File: config.mk
export PLATFORM = sky130hd
export DESIGN_NAME = scanline_triangle_fill
export DESIGN_NICKNAME = d
export VERILOG_FILES = /design/src/rtl/core/stf_pkg.sv /design/src/rtl/core/scanline_triangle_fill.sv /design/src/rtl/core/stf_div.sv /design/src/rtl/core/stf_dp.sv /design/src/rtl/core/stf_ctrl.sv
export SDC_FILE = /design/constraint.sdc
export NUM_CORES = 1
export LEC_CHECK = 0
export BUFFER_PORTS_ARGS = -buffer_cell sky130_fd_sc_hd__buf_2
export CORE_MARGIN = 2
export CORE_UTILIZATION = 44
export DETAILED_ROUTE_END_ITERATION = 7
export GPL_TIMING_DRIVEN = 0
export SETUP_SLACK_MARGIN = 0.2
export SLEW_MARGIN = 20
export SYNTH_ARGS = -nofsm -noshare
export SYNTH_HDL_FRONTEND = slang
export SYNTH_HIERARCHICAL = 1
export SYNTH_SLANG_ARGS = --single-unit
File: constraint.sdc
create_clock -name clk -period 20.1 [get_ports clk]
set_input_delay 3.015 -clock clk [delete_from_list [all_inputs] [get_ports clk]]
set_output_delay 3.015 -clock clk [all_outputs]
set_load 0.005 [all_outputs]
File: src/rtl/core/stf_pkg.sv
package stf_pkg;

  localparam logic CMD_LOAD = 1'b0;
  localparam logic CMD_TICK = 1'b1;

  localparam logic EDGE_SHORT = 1'b0;
  localparam logic EDGE_LONG  = 1'b1;

  typedef struct packed {
    logic accept;
    logic div_start;
    logic edge_sel;
    logic latch_a;
    logic latch_b;
  } stf_cmd_t;

  typedef struct packed {
    logic need_setup;
    logic div_done;
  } stf_stat_t;

endpackage

File: src/rtl/core/scanline_triangle_fill.sv
// A result is registered and shown in the cycle after its input transfer.
// Throughput: one pixel per cycle along a row while out_ready is high; a load
// or a row change starts a row setup, in which a single shared bit-serial
// restoring divider computes both edge quotients; no input is taken while it runs.
// Reset: synchronous active-low rst_n; block idle, no result pending.
module scanline_triangle_fill import stf_pkg::*; #(
  parameter int COORD_BITS = 10
) (
  input  logic                  clk,
  input  logic                  rst_n,
  input  logic                  in_valid,
  output logic                  in_ready,
  input  logic                  in_command,
  input  logic [COORD_BITS-1:0] in_first_x,
  input  logic [COORD_BITS-1:0] in_first_y,
  input  logic [COORD_BITS-1:0] in_second_x,
  input  logic [COORD_BITS-1:0] in_second_y,
  input  logic [COORD_BITS-1:0] in_third_x,
  input  logic [COORD_BITS-1:0] in_third_y,
  input  logic [31:0]           in_fill_color,
  output logic                  out_valid,
  input  logic                  out_ready,
  output logic [COORD_BITS-1:0] out_pixel_x,
  output logic [COORD_BITS-1:0] out_pixel_y,
  output logic [31:0]           out_pixel_color,
  output logic                  out_pixel_valid,
  output logic                  out_last_pixel
);

  stf_cmd_t  cmd;
  stf_stat_t stat;

  stf_ctrl u_ctrl (
    .clk       (clk),
    .rst_n     (rst_n),
    .in_valid  (in_valid),
    .in_ready  (in_ready),
    .out_valid (out_valid),
    .out_ready (out_ready),
    .stat      (stat),
    .cmd       (cmd)
  );

  stf_dp #(.CB(COORD_BITS)) u_dp (
    .clk             (clk),
    .rst_n           (rst_n),
    .cmd             (cmd),
    .stat            (stat),
    .in_command      (in_command),
    .in_first_x      (in_first_x),
    .in_first_y      (in_first_y),
    .in_second_x     (in_second_x),
    .in_second_y     (in_second_y),
    .in_third_x      (in_third_x),
    .in_third_y      (in_third_y),
    .in_fill_color   (in_fill_color),
    .out_pixel_x     (out_pixel_x),
    .out_pixel_y     (out_pixel_y),
    .out_pixel_color (out_pixel_color),
    .out_pixel_valid (out_pixel_valid),
    .out_last_pixel  (out_last_pixel)
  );

endmodule

File: src/rtl/core/stf_div.sv
module stf_div import stf_pkg::*; #(
  parameter int CB = 10
) (
  input  logic            clk,
  input  logic            rst_n,
  input  logic            start,
  input  logic [2*CB-1:0] dividend,
  input  logic [CB:0]     divisor,
  output logic            done,
  output logic [2*CB-1:0] quotient
);

  localparam int CW = $clog2(2*CB + 1);

  logic [2*CB-1:0] q_r, q_nxt;
  logic [CB:0]     rem_r, rem_nxt;
  logic [CW-1:0]   cnt_r, cnt_nxt;
  logic            done_r, done_nxt;
  logic [CB+1:0]   shifted;
  logic [CB+2:0]   trial;

  always_comb begin
    shifted  = {rem_r, q_r[2*CB-1]};
    trial    = {1'b0, shifted} - {2'b00, divisor};
    q_nxt    = q_r;
    rem_nxt  = rem_r;
    cnt_nxt  = cnt_r;
    done_nxt = 1'b0;
    if (start) begin
      q_nxt   = dividend;
      rem_nxt = '0;
      cnt_nxt = CW'(2*CB);
    end else if (cnt_r != '0) begin
      if (!trial[CB+2]) begin
        rem_nxt = trial[CB:0];
        q_nxt   = {q_r[2*CB-2:0], 1'b1};
      end else begin
        rem_nxt = shifted[CB:0];
        q_nxt   = {q_r[2*CB-2:0], 1'b0};
      end
      cnt_nxt  = cnt_r - 1'b1;
      done_nxt = (cnt_r == CW'(1));
    end
  end

  always_ff @(posedge clk) begin
    if (!rst_n) begin
      cnt_r  <= '0;
      done_r <= 1'b0;
    end else begin
      cnt_r  <= cnt_nxt;
      done_r <= done_nxt;
    end
    q_r   <= q_nxt;
    rem_r <= rem_nxt;
  end

  assign done     = done_r;
  assign quotient = q_r;

endmodule

File: src/rtl/core/stf_dp.sv
module stf_dp import stf_pkg::*; #(
  parameter int CB = 10
) (
  input  logic          clk,
  input  logic          rst_n,
  input  stf_cmd_t      cmd,
  output stf_stat_t     stat,
  input  logic          in_command,
  input  logic [CB-1:0] in_first_x,
  input  logic [CB-1:0] in_first_y,
  input  logic [CB-1:0] in_second_x,
  input  logic [CB-1:0] in_second_y,
  input  logic [CB-1:0] in_third_x,
  input  logic [CB-1:0] in_third_y,
  input  logic [31:0]   in_fill_color,
  output logic [CB-1:0] out_pixel_x,
  output logic [CB-1:0] out_pixel_y,
  output logic [31:0]   out_pixel_color,
  output logic          out_pixel_valid,
  output logic          out_last_pixel
);

  logic [CB-1:0] vx_r [3];
  logic [CB-1:0] vy_r [3];
  logic [CB-1:0] sx [3];
  logic [CB-1:0] sy [3];
  logic [CB-1:0] tx, ty;
  logic [31:0]   color_r;
  logic [CB-1:0] row_r, col_r, end_r, a_r;
  logic          half_r, busy_r;

  logic [CB-1:0] px_r, py_r;
  logic [31:0]   pc_r;
  logic          pv_r, pl_r;

  logic          is_load, col_more, final_px;

  // edge operand selection
  logic [CB-1:0]   xa, xb, ys, ye;
  logic [CB-1:0]   adx, k;
  logic            neg;
  logic [CB:0]     den;
  logic [2*CB-1:0] prod;
  logic            div_done;
  logic [2*CB-1:0] quot;
  logic [CB:0]     qx, ex;
  logic [CB-1:0]   edge_x;

  always_comb begin
    tx = '0;
    ty = '0;
    sx[0] = in_first_x;  sy[0] = in_first_y;
    sx[1] = in_second_x; sy[1] = in_second_y;
    sx[2] = in_third_x;  sy[2] = in_third_y;
    if (sy[0] > sy[1]) begin
      tx = sx[0]; ty = sy[0]; sx[0] = sx[1]; sy[0] = sy[1]; sx[1] = tx; sy[1] = ty;
    end
    if (sy[0] > sy[2]) begin
      tx = sx[0]; ty = sy[0]; sx[0] = sx[2]; sy[0] = sy[2]; sx[2] = tx; sy[2] = ty;
    end
    if (sy[1] > sy[2]) begin
      tx = sx[1]; ty = sy[1]; sx[1] = sx[2]; sy[1] = sy[2]; sx[2] = tx; sy[2] = ty;
    end
  end

  always_comb begin
    if (cmd.edge_sel == EDGE_LONG) begin
      xa = vx_r[0]; xb = vx_r[2]; ys = vy_r[0]; ye = vy_r[2];
      den = {1'b0, ye - ys};
    end else if (!half_r) begin
      xa = vx_r[0]; xb = vx_r[1]; ys = vy_r[0]; ye = vy_r[1];
      den = {1'b0, ye - ys} + 1'b1;
    end else begin
      xa = vx_r[1]; xb = vx_r[2]; ys = vy_r[1]; ye = vy_r[2];
      den = {1'b0, ye - ys} + 1'b1;
    end
    neg  = xb < xa;
    adx  = neg ? (xa - xb) : (xb - xa);
    k    = row_r - ys;
    prod = {{CB{1'b0}}, adx} * {{CB{1'b0}}, k};
    qx   = quot[CB:0];
    ex   = neg ? ({1'b0, xa} - qx) : ({1'b0, xa} + qx);
    edge_x = (den == '0) ? xa : ex[CB-1:0];
  end

  stf_div #(.CB(CB)) u_div (
    .clk      (clk),
    .rst_n    (rst_n),
    .start    (cmd.div_start),
    .dividend (prod),
    .divisor  (den),
    .done     (div_done),
    .quotient (quot)
  );

  assign is_load  = (in_command == CMD_LOAD);
  assign col_more = col_r < end_r;
  assign final_px = busy_r && !col_more && half_r && !(row_r < vy_r[2]);

  assign stat.need_setup = is_load || (busy_r && !col_more && !final_px);
  assign stat.div_done   = div_done;

  always_ff @(posedge clk) begin
    if (!rst_n) begin
      busy_r <= 1'b0;
      half_r <= 1'b0;
    end else if (cmd.accept) begin
      if (is_load) begin
        busy_r <= 1'b1;
        half_r <= 1'b0;
      end else if (busy_r && !col_more) begin
        if (!half_r && !(row_r < vy_r[1])) half_r <= 1'b1;
        if (final_px) busy_r <= 1'b0;
      end
    end
  end

  always_ff @(posedge clk) begin
    if (cmd.accept) begin
      if (is_load) begin
        for (int i = 0; i < 3; i++) begin
          vx_r[i] <= sx[i];
          vy_r[i] <= sy[i];
        end
        color_r <= in_fill_color;
        row_r   <= sy[0];
        px_r <= '0; py_r <= '0; pc_r <= '0; pv_r <= 1'b0; pl_r <= 1'b0;
      end else if (!busy_r) begin
        px_r <= '0; py_r <= '0; pc_r <= '0; pv_r <= 1'b0; pl_r <= 1'b0;
      end else begin
        px_r <= col_r; py_r <= row_r; pc_r <= color_r; pv_r <= 1'b1;
        pl_r <= final_px;
        if (col_more) begin
          col_r <= col_r + 1'b1;
        end else if (!half_r) begin
          row_r <= (row_r < vy_r[1]) ? row_r + 1'b1 : vy_r[1];
        end else if (row_r < vy_r[2]) begin
          row_r <= row_r + 1'b1;
        end
      end
    end
    if (cmd.latch_a) a_r <= edge_x;
    if (cmd.latch_b) begin
      col_r <= (a_r > edge_x) ? edge_x : a_r;
      end_r <= (a_r > edge_x) ? a_r : edge_x;
    end
  end

  assign out_pixel_x     = px_r;
  assign out_pixel_y     = py_r;
  assign out_pixel_color = pc_r;
  assign out_pixel_valid = pv_r;
  assign out_last_pixel  = pl_r;

endmodule

File: src/rtl/core/stf_ctrl.sv
module stf_ctrl import stf_pkg::*; (
  input  logic      clk,
  input  logic      rst_n,
  input  logic      in_valid,
  output logic      in_ready,
  output logic      out_valid,
  input  logic      out_ready,
  input  stf_stat_t stat,
  output stf_cmd_t  cmd
);

  localparam logic [2:0] ST_IDLE   = 3'd0;
  localparam logic [2:0] ST_A_GO   = 3'd1;
  localparam logic [2:0] ST_A_WAIT = 3'd2;
  localparam logic [2:0] ST_B_GO   = 3'd3;
  localparam logic [2:0] ST_B_WAIT = 3'd4;

  logic [2:0] state_r, state_nxt;
  logic       ov_r, ov_nxt;
  logic       acc;

  assign in_ready = (state_r == ST_IDLE) && (!ov_r || out_ready);
  assign acc      = in_valid && in_ready;

  always_comb begin
    state_nxt     = state_r;
    cmd.accept    = acc;
    cmd.div_start = 1'b0;
    cmd.edge_sel  = EDGE_SHORT;
    cmd.latch_a   = 1'b0;
    cmd.latch_b   = 1'b0;
    unique case (state_r)
      ST_IDLE:   if (acc && stat.need_setup) state_nxt = ST_A_GO;
      ST_A_GO: begin
        cmd.div_start = 1'b1;
        state_nxt     = ST_A_WAIT;
      end
      ST_A_WAIT: if (stat.div_done) begin
        cmd.latch_a = 1'b1;
        state_nxt   = ST_B_GO;
      end
      ST_B_GO: begin
        cmd.div_start = 1'b1;
        cmd.edge_sel  = EDGE_LONG;
        state_nxt     = ST_B_WAIT;
      end
      ST_B_WAIT: begin
        cmd.edge_sel = EDGE_LONG;
        if (stat.div_done) begin
          cmd.latch_b = 1'b1;
          state_nxt   = ST_IDLE;
        end
      end
      default:   state_nxt = ST_IDLE;
    endcase
    ov_nxt = acc ? 1'b1 : (out_ready ? 1'b0 : ov_r);
  end

  always_ff @(posedge clk) begin
    if (!rst_n) begin
      state_r <= ST_IDLE;
      ov_r    <= 1'b0;
    end else begin
      state_r <= state_nxt;
      ov_r    <= ov_nxt;
    end
  end

  assign out_valid = ov_r;

  a_busy_no_accept: assert property (@(posedge clk) disable iff (!rst_n)
    (state_r != ST_IDLE) |-> !in_ready) else $error("input taken during setup");
  a_hold_result: assert property (@(posedge clk) disable iff (!rst_n)
    (ov_r && !out_ready) |=> ov_r) else $error("result dropped");
  a_b_ends: assert property (@(posedge clk) disable iff (!rst_n)
    cmd.latch_b |=> (state_r == ST_IDLE)) else $error("setup did not finish");
  a_setup_start: assert property (@(posedge clk) disable iff (!rst_n)
    (acc && stat.need_setup) |=> (state_r == ST_A_GO)) else $error("setup not started");

endmodule
==> flow_summary.json <==
{
  "start_util": 0.4442,
  "hold_viol_final": 0,
  "grt_pass1_wl_um": 73910,
  "tritoncts": "built",
  "netlist_instances": 1871,
  "insertion_delay_ps": 570,
  "synth_top_cells_by_count": "edfxtp_1, inv_1, ha_1, nor2_1, a21oi_1",
  "yosysTopAreaCell": "edfxtp_1",
  "syn_area_per_cell_um2": 10.18,
  "crit_type": "reg2reg",
  "antenna_found_initial": 1,
  "finalSetupTns_ps": 0,
  "synth_cell_type_count": 85,
  "wl_per_cell_um": 17.17,
  "cpMaxStageDelayCell": "xor2_1",
  "detail_route.wirelength_um": 45690,
  "yosysWarnings": 6,
  "rsz0062_at_grt": "false",
  "drive_gt1_frac": 0.1609,
  "ios": 153,
  "die-area_mm2": 0.04498,
  "synth_nets": 2241,
  "grt_max_degree": 59,
  "hold_ws_ps": 480.2,
  "layout.nets": 2425,
  "min_period_ps": 11850,
  "crit_fanout": 10,
  "hold_class": "reg2reg",
  "root_buffer": "clkbuf_16",
  "gr-total-overflow": 0,
  "crit_path_end_kind": "flip-flop",
  "synth_flop_cell": "edfxtp_1",
  "htree_levels": 1,
  "timing.final.max_slew_violations": 0,
  "numClockSinks": 229,
  "first_iter_violations": 802,
  "status": "finished clean",
  "critical-path-max-stage-delay_ps": 760,
  "cts-buffers-inserted": 27,
  "skew_ps": 19.63,
  "firstDrtPassIters": 5,
  "finalSetupViolCount": 0,
  "gp_congestion": 0.8967,
  "cts_hold_buf": 0,
  "die_x_um": 212.1,
  "crit_required_ps": 20400,
  "antenna_left": 0,
  "finish.utilization": 0.5033,
  "yosysMostFrequentCell": "edfxtp_1",
  "synth_edf_count": 206,
  "ys_seq_area_frac": 0.3489,
  "arrival_ps": 12150,
  "io_buffer_count": 152,
  "cts.path.max_buffers": 3,
  "dp_hpwl_um": 37170,
  "worstSetupStartpointType": "flip-flop",
  "maxCapViolCount": 0,
  "via_per_inst": 5.348,
  "clk_pin_slew_ps": 60,
  "async_reset_ff_frac": 0,
  "synth_area_mm2": 0.01905,
  "netlist_top_cells_area": "edfxtp_1, ha_1, fa_1",
  "grt_pass1_vias": 14250,
  "worst_slew_pin_slew_ps": 1124,
  "cts_post_setup_buffers_inserted": 0,
  "yosysTopAreaCellShare": 0.3247,
  "syn2layout_area_growth_pct": 13.29,
  "vias": 14230,
  "die_h_um": 212.1,
  "antenna_cells": 0,
  "cts_resized": 0,
  "design.core.area_mm2": 0.04289,
  "grt_usage": 0.2058,
  "drc": 0,
  "max_freq_mhz": 84.40,
  "relSlewSlack": 0.2456,
  "timing.final.crit_share": 0.5895,
  "rows": 76,
  "synth_seq_cells": 229
}
[per-stage QoR]
stage / cells / instance area (µm²) / setup slack (ps)
2_1_floorplan: 1871 / 19050 / 10540
3_3_place_gp: 2608 / 20540 / 8399
3_5_place_dp: 2611 / 20650 / 8329
4_1_cts: 2661 / 21570 / 8304
5_1_grt: 2661 / 21580 / 7394
6_report: 2661 / 21580 / 8252
[final timing paths]
check | startpoint | slack, ps | cells after the start | end
setup / recovery | u_ctrl/state_r[0]$_SDFFE_PN0P_ | 8250 | 41 | u_dp/u_div/quotient[18]$_DFFE_PP_
hold / removal | u_ctrl/out_valid$_SDFFE_PN0P_ | 480 | 2 | u_ctrl/out_valid$_SDFFE_PN0P_
hold reg to reg | u_ctrl/out_valid$_SDFFE_PN0P_ | 480 | 2 | u_ctrl/out_valid$_SDFFE_PN0P_
setup reg to reg | u_ctrl/state_r[0]$_SDFFE_PN0P_ | 8250 | 41 | u_dp/u_div/quotient[18]$_DFFE_PP_
[placed cells by master (no fill, tap or decap), drive strengths merged, types with 9 or more instances in the layout]
cell    synthesis  layout
xnor2          61      61
fa             70      70
a21oi          94      94
o21ai          64      64
mux2           61      61
nand3          23      23
and3           60      60
or3            24      24
buf            17     172
xor2           32      32
o221a          20      20
nor2          163     163
inv           210     212
ha            203     203
dfxtp          23      23
or2            10      10
nor4           10      10
nand2b         28      28
a21o           31      31
and2           11      11
a211oi         16      16
clkbuf         41      77
a221oi         10      10
o21bai         19      19
nand3b          9       9
nor2b          26      26
clkinv          1       9
nor3           28      28
edfxtp        206     206
mux2i          96      96
o21a           22      22
nand2          91      91
[critical path: cells and delay by family (launching register included)]
kind,cells,cell delay [ps]
simple gates,4,1010
mux,3,890
compound gates,13,3080
xor+xnor,2,870
fa+ha+maj,8,3130
buf+inv,11,2270
flops,1,300
[logic make-up after synthesis]
logic type,synth area share
simple gates,0.1355
flops,0.3489
buf+inv,0.05549
fa+ha+maj,0.2069
mux,0.08787
xor+xnor,0.04275
compound gates,0.1227
[layout make-up]
class / count / area (µm²)
plain buffers: 59 / 265.3
clock buffers: 36 / 750.7
clock inverters: 14 / 163.9
fillers: 3987 / 21300
inverters: 211 / 792.0
multi-input cells: 1372 / 11410
flip-flops and latches: 229 / 6646
well taps: 585 / 732.0
repair buffers: 155 / 820.8
[sequential cells by signal (all words and copies together) (netlist names), 11 cells and up]
| name | flops |
|---|---|
| u_dp/u_div/quotient | 20 |
| u_dp/u_div/rem_r | 11 |
| u_dp/vy_r | 30 |
| u_dp/out_pixel_color | 32 |
| u_dp/color_r | 32 |
| u_dp/vx_r | 30 |
[per-layer routing]
metal	share of wire	track usage
met1	0.46	0.2846
met2	0.47	0.3400
met3	0.045	0.02334
met4	0.021	0.06095
met5	0.00028	0
Power is not shown: default switching activity piles up to over one toggle a cycle in this logic, so the estimate is an artifact.
